[config.mk]
export PLATFORM = sky130hd
export DESIGN_NAME = fall_event_detector
export DESIGN_NICKNAME = d
export VERILOG_FILES = /design/src/hw/rtl/fed_pkg.sv /design/src/hw/rtl/fed_ctrl.sv /design/src/hw/rtl/fed_datapath.sv /design/src/hw/rtl/fall_event_detector.sv
export SDC_FILE = /design/constraint.sdc
export NUM_CORES = 2
export LEC_CHECK = 0
export BUFFER_PORTS_ARGS = -buffer_cell sky130_fd_sc_hd__buf_2
export CORE_MARGIN = 5
export CORE_UTILIZATION = 53
export DETAILED_ROUTE_END_ITERATION = 6
export PLACE_DENSITY = 0.69
export SETUP_SLACK_MARGIN = 0.1
export SYNTH_ARGS = -nofsm -noshare
export SYNTH_HDL_FRONTEND = slang
export SYNTH_SLANG_ARGS = --single-unit
[constraint.sdc]
create_clock -name clk_i -period 27 [get_ports clk_i]
set_input_delay 8.1 -clock clk_i [delete_from_list [all_inputs] [get_ports clk_i]]
set_output_delay 8.1 -clock clk_i [all_outputs]
set_load 0.01 [all_outputs]
[src/hw/rtl/fed_pkg.sv]
// shared types and constants of the fall event detector
package fed_pkg;

  typedef enum logic [2:0] {
    PH_NORMAL = 3'd0,
    PH_CAND   = 3'd1,
    PH_IMPACT = 3'd2,
    PH_ORIENT = 3'd3,
    PH_REST   = 3'd4,
    PH_FALL   = 3'd5
  } phase_e;

  typedef enum logic [2:0] {
    CFG_CAND_MAG   = 3'd0,
    CFG_IMPACT_MAG = 3'd1,
    CFG_ORIENT_COS = 3'd2,
    CFG_REST_LOW   = 3'd3,
    CFG_REST_HIGH  = 3'd4
  } cfg_reg_e;

  // multiplier steps, run in this order
  typedef enum logic [3:0] {
    OP_MAG_X    = 4'd0,
    OP_MAG_Y    = 4'd1,
    OP_MAG_Z    = 4'd2,
    OP_DOT_X    = 4'd3,
    OP_DOT_Y    = 4'd4,
    OP_DOT_Z    = 4'd5,
    OP_DOT_SQ   = 4'd6,
    OP_MAG_PROD = 4'd7,
    OP_COS_SQ   = 4'd8,
    OP_FAR_LO   = 4'd9,
    OP_FAR_HI   = 4'd10
  } op_e;

  typedef enum logic [2:0] {
    ST_IDLE     = 3'd0,
    ST_DISPATCH = 3'd1,
    ST_MUL      = 3'd2,
    ST_ACC      = 3'd3,
    ST_CMP      = 3'd4,
    ST_COMMIT   = 3'd5
  } state_e;

  typedef struct packed {
    logic load;
    logic mul;
    logic acc;
    op_e  op;
    logic cmp;
    logic commit;
  } cmd_t;

  typedef struct packed {
    logic rearm;
  } sts_t;

  localparam int unsigned CFG_IDX_W  = 3;
  localparam int unsigned CFG_DATA_W = 32;
  localparam int unsigned THR_W      = 32;
  localparam int unsigned COS_W      = 16;
  localparam int unsigned COS_FRAC   = 14;
  localparam int unsigned COS_SQ_SHIFT = 2 * COS_FRAC;
  localparam int unsigned PHASE_W    = 3;
  localparam int unsigned CONF_W     = 7;

  localparam logic signed [COS_W-1:0] COS_ONE    = 16'sd16384;
  localparam logic [CONF_W-1:0]        CONF_PCT   = 7'd88;
  localparam int                       ONE_G      = 4096;

  localparam logic [THR_W-1:0]         CAND_MAG_RST   = 32'd67108864;
  localparam logic [THR_W-1:0]         IMPACT_MAG_RST = 32'd150994944;
  localparam logic signed [COS_W-1:0] ORIENT_COS_RST = 16'sd8192;
  localparam logic [THR_W-1:0]         REST_LOW_RST   = 32'd8219689;
  localparam logic [THR_W-1:0]         REST_HIGH_RST  = 32'd28355625;

endpackage

[src/hw/rtl/fed_ctrl.sv]
// sequencing state machine of the fall event detector
module fed_ctrl (
  input  logic          clk_i,
  input  logic          rst_ni,
  input  logic          in_valid_i,
  output logic          in_ready_o,
  output logic          out_valid_o,
  input  logic          out_ready_i,
  input  fed_pkg::sts_t sts_i,
  output fed_pkg::cmd_t cmd_o
);

  fed_pkg::state_e state_q, state_d;
  fed_pkg::op_e    op_q, op_d;
  logic            out_valid_q, out_valid_d;
  logic            slot_free;

  assign slot_free = !out_valid_q || out_ready_i;

  // next state
  always_comb begin
    state_d = state_q;
    op_d    = op_q;
    case (state_q)
      fed_pkg::ST_IDLE: begin
        if (in_valid_i) begin
          state_d = fed_pkg::ST_DISPATCH;
        end
      end
      fed_pkg::ST_DISPATCH: begin
        op_d = fed_pkg::OP_MAG_X;
        if (sts_i.rearm) begin
          state_d = fed_pkg::ST_COMMIT;
        end else begin
          state_d = fed_pkg::ST_MUL;
        end
      end
      fed_pkg::ST_MUL: begin
        state_d = fed_pkg::ST_ACC;
      end
      fed_pkg::ST_ACC: begin
        if (op_q == fed_pkg::OP_FAR_HI) begin
          state_d = fed_pkg::ST_CMP;
        end else begin
          op_d    = fed_pkg::op_e'(op_q + 4'd1);
          state_d = fed_pkg::ST_MUL;
        end
      end
      fed_pkg::ST_CMP: begin
        state_d = fed_pkg::ST_COMMIT;
      end
      fed_pkg::ST_COMMIT: begin
        if (slot_free) begin
          state_d = fed_pkg::ST_IDLE;
        end
      end
      default: begin
        state_d = fed_pkg::ST_IDLE;
      end
    endcase
  end

  // outputs
  always_comb begin
    cmd_o        = '0;
    cmd_o.op     = op_q;
    cmd_o.load   = (state_q == fed_pkg::ST_IDLE) && in_valid_i;
    cmd_o.mul    = (state_q == fed_pkg::ST_MUL);
    cmd_o.acc    = (state_q == fed_pkg::ST_ACC);
    cmd_o.cmp    = (state_q == fed_pkg::ST_CMP);
    cmd_o.commit = (state_q == fed_pkg::ST_COMMIT) && slot_free;
    in_ready_o   = (state_q == fed_pkg::ST_IDLE);
    if (cmd_o.commit) begin
      out_valid_d = 1'b1;
    end else if (out_ready_i) begin
      out_valid_d = 1'b0;
    end else begin
      out_valid_d = out_valid_q;
    end
  end

  assign out_valid_o = out_valid_q;

  always_ff @(posedge clk_i or negedge rst_ni) begin
    if (!rst_ni) begin
      state_q     <= fed_pkg::ST_IDLE;
      op_q        <= fed_pkg::OP_MAG_X;
      out_valid_q <= 1'b0;
    end else begin
      state_q     <= state_d;
      op_q        <= op_d;
      out_valid_q <= out_valid_d;
    end
  end

endmodule

[src/hw/rtl/fed_datapath.sv]
// shared multiplier, detector state, configuration and result registers
module fed_datapath #(
  parameter int SAMPLE_WIDTH         = 16,
  parameter int TIME_WIDTH           = 32,
  parameter int CANDIDATE_TIMEOUT_MS = 500,
  parameter int IMPACT_TIMEOUT_MS    = 1000,
  parameter int REST_HOLD_MS         = 1500,
  parameter int REST_TIMEOUT_MS      = 3000
) (
  input  logic                              clk_i,
  input  logic                              rst_ni,
  input  fed_pkg::cmd_t                     cmd_i,
  output fed_pkg::sts_t                     sts_o,
  input  logic                              cfg_we_i,
  input  logic [fed_pkg::CFG_IDX_W-1:0]     cfg_index_i,
  input  logic [fed_pkg::CFG_DATA_W-1:0]    cfg_data_i,
  input  logic                              func_i,
  input  logic signed [SAMPLE_WIDTH-1:0]    accel_x_i,
  input  logic signed [SAMPLE_WIDTH-1:0]    accel_y_i,
  input  logic signed [SAMPLE_WIDTH-1:0]    accel_z_i,
  input  logic [TIME_WIDTH-1:0]             time_ms_i,
  output logic [fed_pkg::PHASE_W-1:0]       phase_o,
  output logic                              fall_event_o,
  output logic [fed_pkg::CONF_W-1:0]        confidence_pct_o
);

  localparam int MAG_W  = 2 * SAMPLE_WIDTH;
  localparam int MUL_W  = (MAG_W > 32) ? MAG_W : 32;
  localparam int PROD_W = 2 * MUL_W;
  localparam int FAR_W  = 3 * MUL_W;
  localparam int DOT_W  = MAG_W + 1;

  localparam logic signed [SAMPLE_WIDTH-1:0] Z_RST   = SAMPLE_WIDTH'(fed_pkg::ONE_G);
  localparam logic [MAG_W-1:0]               MAG_RST =
    MAG_W'(fed_pkg::ONE_G * fed_pkg::ONE_G);

  function automatic logic [SAMPLE_WIDTH-1:0] abs_s(input logic signed [SAMPLE_WIDTH-1:0] v);
    logic [SAMPLE_WIDTH-1:0] r;
    r = v[SAMPLE_WIDTH-1] ? SAMPLE_WIDTH'(-v) : v;
    return r;
  endfunction

  // configuration
  logic [fed_pkg::THR_W-1:0]        cand_thr_q, impact_thr_q, rest_low_q, rest_high_q;
  logic signed [fed_pkg::COS_W-1:0] cos_q;

  // captured request
  logic                           func_q;
  logic signed [SAMPLE_WIDTH-1:0] vx_q, vy_q, vz_q;
  logic [TIME_WIDTH-1:0]          t_q;

  // detector state
  fed_pkg::phase_e                phase_q, phase_d;
  logic signed [SAMPLE_WIDTH-1:0] base_x_q, base_y_q, base_z_q;
  logic signed [SAMPLE_WIDTH-1:0] imp_x_q, imp_y_q, imp_z_q;
  logic [MAG_W-1:0]               base_mag_q, imp_mag_q;
  logic [TIME_WIDTH-1:0]          cand_t_q, cand_t_d, imp_t_q, imp_t_d, rest_t_q, rest_t_d;
  logic                           conf_q, conf_d;
  logic                           take_base, take_imp, fall_event_d;

  // arithmetic
  logic [MUL_W-1:0]        mul_a, mul_b;
  logic                    mul_neg;
  logic [PROD_W-1:0]       mul_p, prod_q;
  logic [MAG_W-1:0]        mag_q;
  logic signed [DOT_W-1:0] dot_q, dot_neg, prod_term;
  logic [MAG_W-1:0]        dot_abs;
  logic [fed_pkg::COS_W-1:0] cos_abs;
  logic [PROD_W-1:0]       dsq_q, mp_q;
  logic [MUL_W-1:0]        csq_q;
  logic [FAR_W-1:0]        far_q, lhs;
  logic                    dot_pos, orient_q, orient_d;

  // results
  fed_pkg::phase_e           out_phase_q;
  logic                      out_event_q;
  logic [fed_pkg::CONF_W-1:0] out_conf_q;

  assign sts_o.rearm = func_q;

  assign dot_neg = -dot_q;
  assign dot_abs = dot_q[DOT_W-1] ? dot_neg[MAG_W-1:0] : dot_q[MAG_W-1:0];
  assign cos_abs = cos_q[fed_pkg::COS_W-1] ? fed_pkg::COS_W'(-cos_q) : cos_q;

  // operand select for the one multiplier
  always_comb begin
    mul_a   = '0;
    mul_b   = '0;
    mul_neg = 1'b0;
    case (cmd_i.op)
      fed_pkg::OP_MAG_X: begin
        mul_a = MUL_W'(abs_s(vx_q));
        mul_b = MUL_W'(abs_s(vx_q));
      end
      fed_pkg::OP_MAG_Y: begin
        mul_a = MUL_W'(abs_s(vy_q));
        mul_b = MUL_W'(abs_s(vy_q));
      end
      fed_pkg::OP_MAG_Z: begin
        mul_a = MUL_W'(abs_s(vz_q));
        mul_b = MUL_W'(abs_s(vz_q));
      end
      fed_pkg::OP_DOT_X: begin
        mul_a   = MUL_W'(abs_s(base_x_q));
        mul_b   = MUL_W'(abs_s(imp_x_q));
        mul_neg = base_x_q[SAMPLE_WIDTH-1] ^ imp_x_q[SAMPLE_WIDTH-1];
      end
      fed_pkg::OP_DOT_Y: begin
        mul_a   = MUL_W'(abs_s(base_y_q));
        mul_b   = MUL_W'(abs_s(imp_y_q));
        mul_neg = base_y_q[SAMPLE_WIDTH-1] ^ imp_y_q[SAMPLE_WIDTH-1];
      end
      fed_pkg::OP_DOT_Z: begin
        mul_a   = MUL_W'(abs_s(base_z_q));
        mul_b   = MUL_W'(abs_s(imp_z_q));
        mul_neg = base_z_q[SAMPLE_WIDTH-1] ^ imp_z_q[SAMPLE_WIDTH-1];
      end
      fed_pkg::OP_DOT_SQ: begin
        mul_a = MUL_W'(dot_abs);
        mul_b = MUL_W'(dot_abs);
      end
      fed_pkg::OP_MAG_PROD: begin
        mul_a = MUL_W'(base_mag_q);
        mul_b = MUL_W'(imp_mag_q);
      end
      fed_pkg::OP_COS_SQ: begin
        mul_a = MUL_W'(cos_abs);
        mul_b = MUL_W'(cos_abs);
      end
      fed_pkg::OP_FAR_LO: begin
        mul_a = csq_q;
        mul_b = mp_q[MUL_W-1:0];
      end
      fed_pkg::OP_FAR_HI: begin
        mul_a = csq_q;
        mul_b = mp_q[PROD_W-1:MUL_W];
      end
      default: begin
        mul_a = '0;
        mul_b = '0;
      end
    endcase
  end

  assign mul_p     = mul_a * mul_b;
  assign prod_term = DOT_W'({1'b0, prod_q[MAG_W-1:0]});

  always_ff @(posedge clk_i) begin
    if (cmd_i.mul) begin
      prod_q <= mul_p;
    end
    if (cmd_i.acc) begin
      case (cmd_i.op)
        fed_pkg::OP_MAG_X:    mag_q <= prod_q[MAG_W-1:0];
        fed_pkg::OP_MAG_Y,
        fed_pkg::OP_MAG_Z:    mag_q <= mag_q + prod_q[MAG_W-1:0];
        fed_pkg::OP_DOT_X:    dot_q <= mul_neg ? -prod_term : prod_term;
        fed_pkg::OP_DOT_Y,
        fed_pkg::OP_DOT_Z:    dot_q <= mul_neg ? dot_q - prod_term : dot_q + prod_term;
        fed_pkg::OP_DOT_SQ:   dsq_q <= prod_q;
        fed_pkg::OP_MAG_PROD: mp_q  <= prod_q;
        fed_pkg::OP_COS_SQ:   csq_q <= prod_q[MUL_W-1:0];
        fed_pkg::OP_FAR_LO:   far_q <= {{MUL_W{1'b0}}, prod_q};
        fed_pkg::OP_FAR_HI:   far_q <= far_q + {prod_q, {MUL_W{1'b0}}};
        default: begin
        end
      endcase
    end
    if (cmd_i.cmp) begin
      orient_q <= orient_d;
    end
  end

  // angle test: dot^2 * 2^28 against cos^2 * |b|^2 * |i|^2, sign handled apart
  assign lhs     = {{(MUL_W - fed_pkg::COS_SQ_SHIFT){1'b0}}, dsq_q,
                    {fed_pkg::COS_SQ_SHIFT{1'b0}}};
  assign dot_pos = !dot_q[DOT_W-1] && (dot_q != '0);

  always_comb begin
    if (base_mag_q == '0 || imp_mag_q == '0) begin
      orient_d = (cos_q >= fed_pkg::COS_ONE);
    end else if (!dot_pos && !cos_q[fed_pkg::COS_W-1]) begin
      orient_d = 1'b1;
    end else if (dot_pos && (cos_q[fed_pkg::COS_W-1] || cos_q == '0)) begin
      orient_d = 1'b0;
    end else if (dot_pos) begin
      orient_d = (lhs <= far_q);
    end else begin
      orient_d = (lhs >= far_q);
    end
  end

  // phase walk on commit
  logic [MUL_W-1:0]      s_ext;
  logic [TIME_WIDTH-1:0] cand_el, imp_el, rest_el;
  logic                  in_band;

  assign s_ext   = MUL_W'(mag_q);
  assign cand_el = t_q - cand_t_q;
  assign imp_el  = t_q - imp_t_q;
  assign rest_el = t_q - rest_t_q;
  assign in_band = (s_ext >= MUL_W'(rest_low_q)) && (s_ext <= MUL_W'(rest_high_q));

  always_comb begin
    phase_d      = phase_q;
    cand_t_d     = cand_t_q;
    imp_t_d      = imp_t_q;
    rest_t_d     = rest_t_q;
    conf_d       = conf_q;
    take_base    = 1'b0;
    take_imp     = 1'b0;
    fall_event_d = 1'b0;
    if (func_q) begin
      phase_d  = fed_pkg::PH_NORMAL;
      cand_t_d = '0;
      imp_t_d  = '0;
      rest_t_d = '0;
      conf_d   = 1'b0;
    end else begin
      case (phase_q)
        fed_pkg::PH_NORMAL: begin
          take_base = 1'b1;
          if (s_ext >= MUL_W'(cand_thr_q)) begin
            phase_d  = fed_pkg::PH_CAND;
            cand_t_d = t_q;
          end
        end
        fed_pkg::PH_CAND: begin
          if (s_ext >= MUL_W'(impact_thr_q)) begin
            phase_d  = fed_pkg::PH_IMPACT;
            take_imp = 1'b1;
            imp_t_d  = t_q;
          end else if (cand_el > TIME_WIDTH'(CANDIDATE_TIMEOUT_MS)) begin
            phase_d  = fed_pkg::PH_NORMAL;
            cand_t_d = '0;
            imp_t_d  = '0;
            rest_t_d = '0;
            conf_d   = 1'b0;
          end
        end
        fed_pkg::PH_IMPACT: begin
          if (orient_q) begin
            phase_d  = fed_pkg::PH_ORIENT;
            rest_t_d = t_q;
          end else if (imp_el > TIME_WIDTH'(IMPACT_TIMEOUT_MS)) begin
            phase_d  = fed_pkg::PH_NORMAL;
            cand_t_d = '0;
            imp_t_d  = '0;
            rest_t_d = '0;
            conf_d   = 1'b0;
          end
        end
        fed_pkg::PH_ORIENT: begin
          phase_d = fed_pkg::PH_REST;
        end
        fed_pkg::PH_REST: begin
          if (in_band) begin
            if (rest_el >= TIME_WIDTH'(REST_HOLD_MS)) begin
              phase_d      = fed_pkg::PH_FALL;
              conf_d       = 1'b1;
              fall_event_d = 1'b1;
            end
          end else if (rest_el > TIME_WIDTH'(REST_TIMEOUT_MS)) begin
            phase_d  = fed_pkg::PH_NORMAL;
            cand_t_d = '0;
            imp_t_d  = '0;
            rest_t_d = '0;
            conf_d   = 1'b0;
          end
        end
        default: begin
        end
      endcase
    end
  end

  always_ff @(posedge clk_i) begin
    if (cmd_i.load) begin
      func_q <= func_i;
      vx_q   <= accel_x_i;
      vy_q   <= accel_y_i;
      vz_q   <= accel_z_i;
      t_q    <= time_ms_i;
    end
    if (cmd_i.commit) begin
      out_phase_q <= phase_d;
      out_event_q <= fall_event_d;
      out_conf_q  <= conf_d ? fed_pkg::CONF_PCT : '0;
    end
  end

  always_ff @(posedge clk_i or negedge rst_ni) begin
    if (!rst_ni) begin
      phase_q    <= fed_pkg::PH_NORMAL;
      cand_t_q   <= '0;
      imp_t_q    <= '0;
      rest_t_q   <= '0;
      conf_q     <= 1'b0;
      base_x_q   <= '0;
      base_y_q   <= '0;
      base_z_q   <= Z_RST;
      imp_x_q    <= '0;
      imp_y_q    <= '0;
      imp_z_q    <= Z_RST;
      base_mag_q <= MAG_RST;
      imp_mag_q  <= MAG_RST;
    end else if (cmd_i.commit) begin
      phase_q  <= phase_d;
      cand_t_q <= cand_t_d;
      imp_t_q  <= imp_t_d;
      rest_t_q <= rest_t_d;
      conf_q   <= conf_d;
      if (take_base) begin
        base_x_q   <= vx_q;
        base_y_q   <= vy_q;
        base_z_q   <= vz_q;
        base_mag_q <= mag_q;
      end
      if (take_imp) begin
        imp_x_q   <= vx_q;
        imp_y_q   <= vy_q;
        imp_z_q   <= vz_q;
        imp_mag_q <= mag_q;
      end
    end
  end

  always_ff @(posedge clk_i or negedge rst_ni) begin
    if (!rst_ni) begin
      cand_thr_q   <= fed_pkg::CAND_MAG_RST;
      impact_thr_q <= fed_pkg::IMPACT_MAG_RST;
      cos_q        <= fed_pkg::ORIENT_COS_RST;
      rest_low_q   <= fed_pkg::REST_LOW_RST;
      rest_high_q  <= fed_pkg::REST_HIGH_RST;
    end else if (cfg_we_i) begin
      case (fed_pkg::cfg_reg_e'(cfg_index_i))
        fed_pkg::CFG_CAND_MAG:   cand_thr_q   <= cfg_data_i;
        fed_pkg::CFG_IMPACT_MAG: impact_thr_q <= cfg_data_i;
        fed_pkg::CFG_ORIENT_COS: cos_q        <= cfg_data_i[fed_pkg::COS_W-1:0];
        fed_pkg::CFG_REST_LOW:   rest_low_q   <= cfg_data_i;
        fed_pkg::CFG_REST_HIGH:  rest_high_q  <= cfg_data_i;
        default: begin
        end
      endcase
    end
  end

  assign phase_o          = out_phase_q;
  assign fall_event_o     = out_event_q;
  assign confidence_pct_o = out_conf_q;

endmodule

[src/hw/rtl/fall_event_detector.sv]
// top level of the fall event detector
//
// Input channel (in_valid_i / in_ready_o) takes one request per item: a sample
// (func_i = 0) with three acceleration axes at 4096 per g and a millisecond
// timestamp, or a rearm (func_i = 1). Every request gives exactly one result
// on the output channel (out_valid_o / out_ready_i): the phase after the
// request, a one-request fall_event_o pulse on entry to possible fall, and the
// confidence (0 or 88).
// A sample runs a dispatch state, eleven multiply steps (a multiply and an
// accumulate state each) on one shared multiplier, a compare state and a
// commit state; a new request is taken only in idle. A rearm goes from
// dispatch straight to commit. The result register frees the input side: a
// new request is accepted while an earlier result still waits. If the
// receiver stalls, the following request finishes its arithmetic and waits
// at commit until the result register empties.
// Configuration writes (cfg_valid_i, always ready) are to be made by the user
// only while no request is in flight; the block does not enforce this. Reset
// returns thresholds to defaults, phase to normal, both stored vectors to one
// g along z and clears the output valid.
module fall_event_detector #(
  parameter int SAMPLE_WIDTH         = 16,
  parameter int TIME_WIDTH           = 32,
  parameter int CANDIDATE_TIMEOUT_MS = 500,
  parameter int IMPACT_TIMEOUT_MS    = 1000,
  parameter int REST_HOLD_MS         = 1500,
  parameter int REST_TIMEOUT_MS      = 3000
) (
  input  logic                           clk_i,
  input  logic                           rst_ni,
  input  logic                           in_valid_i,
  output logic                           in_ready_o,
  input  logic                           func_i,
  input  logic signed [SAMPLE_WIDTH-1:0] accel_x_i,
  input  logic signed [SAMPLE_WIDTH-1:0] accel_y_i,
  input  logic signed [SAMPLE_WIDTH-1:0] accel_z_i,
  input  logic [TIME_WIDTH-1:0]          time_ms_i,
  output logic                           out_valid_o,
  input  logic                           out_ready_i,
  output logic [fed_pkg::PHASE_W-1:0]    phase_o,
  output logic                           fall_event_o,
  output logic [fed_pkg::CONF_W-1:0]     confidence_pct_o,
  input  logic                           cfg_valid_i,
  output logic                           cfg_ready_o,
  input  logic [fed_pkg::CFG_IDX_W-1:0]  cfg_index_i,
  input  logic [fed_pkg::CFG_DATA_W-1:0] cfg_data_i
);

  fed_pkg::cmd_t cmd;
  fed_pkg::sts_t sts;

  assign cfg_ready_o = 1'b1;

  fed_ctrl u_ctrl (
    .clk_i       (clk_i),
    .rst_ni      (rst_ni),
    .in_valid_i  (in_valid_i),
    .in_ready_o  (in_ready_o),
    .out_valid_o (out_valid_o),
    .out_ready_i (out_ready_i),
    .sts_i       (sts),
    .cmd_o       (cmd)
  );

  fed_datapath #(
    .SAMPLE_WIDTH         (SAMPLE_WIDTH),
    .TIME_WIDTH           (TIME_WIDTH),
    .CANDIDATE_TIMEOUT_MS (CANDIDATE_TIMEOUT_MS),
    .IMPACT_TIMEOUT_MS    (IMPACT_TIMEOUT_MS),
    .REST_HOLD_MS         (REST_HOLD_MS),
    .REST_TIMEOUT_MS      (REST_TIMEOUT_MS)
  ) u_datapath (
    .clk_i            (clk_i),
    .rst_ni           (rst_ni),
    .cmd_i            (cmd),
    .sts_o            (sts),
    .cfg_we_i         (cfg_valid_i && cfg_ready_o),
    .cfg_index_i      (cfg_index_i),
    .cfg_data_i       (cfg_data_i),
    .func_i           (func_i),
    .accel_x_i        (accel_x_i),
    .accel_y_i        (accel_y_i),
    .accel_z_i        (accel_z_i),
    .time_ms_i        (time_ms_i),
    .phase_o          (phase_o),
    .fall_event_o     (fall_event_o),
    .confidence_pct_o (confidence_pct_o)
  );

endmodule

==> results by group <==
STA
  • Min cycle time layout: 12890 ps
  • Final Skew: roughly 52 ps
  • Hold slack: 495 ps
  • F_max: just under 80 MHz
  • Crit share post-route: a little under half
  • Slew HR: 1.33%
  • Post-route setup TNS: 0 ps
  • Worst-Margin Slew: 1470 ps
  • Count of final hold-check violations: 0
  • RSZ-0062 raised after global routing: no
  • Final setup fails: 0
  • Max-slew violation count: 0

Worst setup path
  • Critical Path AT: 13370 ps
  • Critical Path Max Stage Delay: 1230 ps
  • Crit end category: flip-flop
  • CP Buf/Inv Count: 3
  • CP startpoint kind: flip-flop
  • CP delay by family, top: adder cells
  • CP Class: reg2reg
  • Critical path peak fanout: 15
  • Worst path slowest cell: a211oi_1
  • Most common cell on crit path: fa_1
  • Data required time at the worst endpoint: 27480 ps

Floorplan
  • DIE AREA: 174000 µm²
  • Initial Util: 53.3%
  • # IOs: 135
  • Core ar.: 165000 µm²
  • # rows: 149
  • Die span in x: 418 µm
  • Die Y: 418 µm

Finish
  • Layout filler cell count: between 10000 and 15000
  • Final nets: between 10000 and 15000
  • Seq. cell area: 24500 µm²
  • Layout cells sized above 1: 7.82%
  • P&R area growth vs syn: 7.58%
  • Multi-input gate area: 57100 µm²

Placed design
  • GPL Wtd Cong: between 1 and 1.5
  • DP Wirelength: 223 mm
  • I/O Buffers: approximately 130

Drt
  • DR vias/cell: 6.18
  • Routed WL: 299 mm
  • Routed len/inst: 25.4 µm
  • DRC Markers: 3
  • Detailed Route Iter0 Violations: 8168
  • DR vias: ~73000
  • First-pass DRT Iterations: 7
  • Antenna viol nets, final: 0

GRT
  • Vias in the first global route: ~72000
  • Initial antenna violation count: 22
  • Grt ovf: 0
  • Largest net degree at the start of global routing: 90
  • First-pass GRT wire length: between 400 and 500 mm
  • Total track usage: 33.9%

Synthesis
  • Mapped Area: approximately 88000 µm²
  • Number of synthesized flops with an enable pin: 472
  • Post-synth top flop: edfxtp_1
  • Asr flop ratio synth: 46.6%
  • Avg Cell Area, Syn: 9.24 µm²
  • Sequential fraction of the synthesis area: 27.8%
  • Mapped Cells: 9538
  • Register bit total from synthesis: just under 900
  • Syn. warnings: 0
  • Synth unique cells: 91

Outcome
  • Status: finished with violations
  • Failing checks: DRC, capacitance limit

Clocking
  • Setup Buffers After CTS: 0
  • Clock Latency Late Sink: 760 ps
  • TritonCTS Sinks: 884
  • CTS H-tree lvls: 3
  • CTS tree: built
  • Clk root buf: clkbuf_16
  • CTS Buf Count: 96
  • Post-CTS resize count: 0
  • Maximum buffer depth of the clock tree: 3
  • Post-CTS Hold Fix Bufs: 0
  • CTS clk-pin slew, worst paths: 60 ps

Flow run
  • Max Cap Viol: 1

Min path
  • Worst min path class: reg2reg
[synth_stat cells (127+ instances only)]
| library cell | n | area (µm²) |
|---|---|---|
| inv_1 | 1364 | 5120 |
| nand2_1 | 1240 | 4650 |
| fa_1 | 902 | 18100 |
| nor2_1 | 828 | 3110 |
| ha_1 | 690 | 8630 |
| edfxtp_1 | 472 | 14200 |
| o21ai_0 | 471 | 2360 |
| clkbuf_1 | 391 | 1470 |
| dfrtp_1 | 380 | 9510 |
| a21oi_1 | 348 | 1740 |
| xor2_1 | 240 | 2100 |
| a21o_1 | 208 | 1560 |
| xnor2_1 | 180 | 1580 |
| mux2_2 | 127 | 1430 |
[worst paths after layout]
check                                              end  depth (start not counted)                      from  slack, ps
max                              u_datapath.prod_q[59]                         35       u_datapath.dot_q[5]      14110
min                           u_datapath.imp_mag_q[24]                          2  u_datapath.imp_mag_q[24]        500
max reg2reg                      u_datapath.prod_q[59]                         35       u_datapath.dot_q[5]      14110
min reg2reg                   u_datapath.imp_mag_q[24]                          2  u_datapath.imp_mag_q[24]        500
max in group asynchronous       u_datapath.imp_t_q[23]                          4                    rst_ni      16560
min in group asynchronous  u_datapath.impact_thr_q[25]                          1                    rst_ni       7380
[stage by stage]
stage | setup slack (ps) | cells | util, % | cell area, µm²
after floorplan | 16180 | 9541 | - | 88100
after global placement | 14530 | 11600 | 55.4 | 91500
after detailed placement | 14430 | 11600 | 55.4 | 91500
after CTS | 14380 | 11800 | 57.4 | 94800
after global routing | 13800 | 11800 | 57.4 | 94800
final | 14110 | 11800 | 57.4 | 94800
[worst min-delay path, cell delays in order, from the launching register on]
cell	delay, ps
dfstp_2	380
nand2_1	50
nand2_1	50
[cell usage in the layout (no fill, tap or decap), types with 87 or more instances in the layout]
cell       count
buf_2        128
nor2_1       824
edfxtp_1     472
mux2_2       127
a21o_1       208
xnor2_1      180
a21oi_1      345
fa_1         902
clkbuf_16     99
buf_4        173
nand3_1       87
xor2_1       240
o31ai_1       98
inv_1       1364
nand2_1     1238
dfrtp_1      380
o21ai_0      469
nand2b_1     120
ha_1         690
[state kept, by name, indices dropped and copies added (netlist names), 32 cells and up]
| register | count |
|---|---|
| u_datapath.cand_thr_q | 32 |
| u_datapath.rest_low_q | 32 |
| u_datapath.csq_q | 32 |
| u_datapath.far_q | 96 |
| u_datapath.mag_q | 32 |
| u_datapath.t_q | 32 |
| u_datapath.prod_q | 64 |
| u_datapath.dot_q | 33 |
| u_datapath.imp_mag_q | 32 |
| u_datapath.base_mag_q | 32 |
| u_datapath.mp_q | 64 |
| u_datapath.imp_t_q | 32 |
| u_datapath.dsq_q | 64 |
| u_datapath.impact_thr_q | 32 |
| u_datapath.rest_t_q | 32 |
| u_datapath.cand_t_q | 32 |
| u_datapath.rest_high_q | 32 |
[kinds of logic (layout without fill, tap and decap cells)]
| family | Yosys count | count (layout) | share of synthesized area [%] |
|---|---|---|---|
| buffers and inverters | 1796 | 1848 | 7.72 |
| adders and majority gates | 1592 | 1592 | 30.3 |
| and+or+nand+nor | 2952 | 2952 | 15.1 |
| AOI/OAI and AO/OA | 1726 | 1726 | 12.8 |
| muxes | 166 | 166 | 2.07 |
| xor gates and xnor gates | 420 | 420 | 4.18 |
| other | 2 | 10 | 0.00853 |
| DFF | 884 | 884 | 27.8 |
[metal layers]
layer	up-vias	GRT usage [%]	share of wire, %
met5	-	0	0.0037
met4	2	14.4	5.0
met3	772	7.99	11
met2	3774	51.4	43
met1	36600	47.1	41
li1	31700	-	-
[final cells by class]
| cell class | count | area share [%] |
|---|---|---|
| diodes | 5 | 0.0132 |
| clock buffers | 123 | 2.78 |
| clock inverters | 58 | 0.668 |
| inverters | 1365 | 5.41 |
| multi-input cells | 6861 | 60.3 |
| flip-flops and latches | 884 | 25.9 |
| well taps | 2189 | 2.89 |
| repair buffers | 302 | 2.06 |
Power is not shown: default switching activity piles up to over one toggle a cycle in this logic, so the estimate is an artifact.
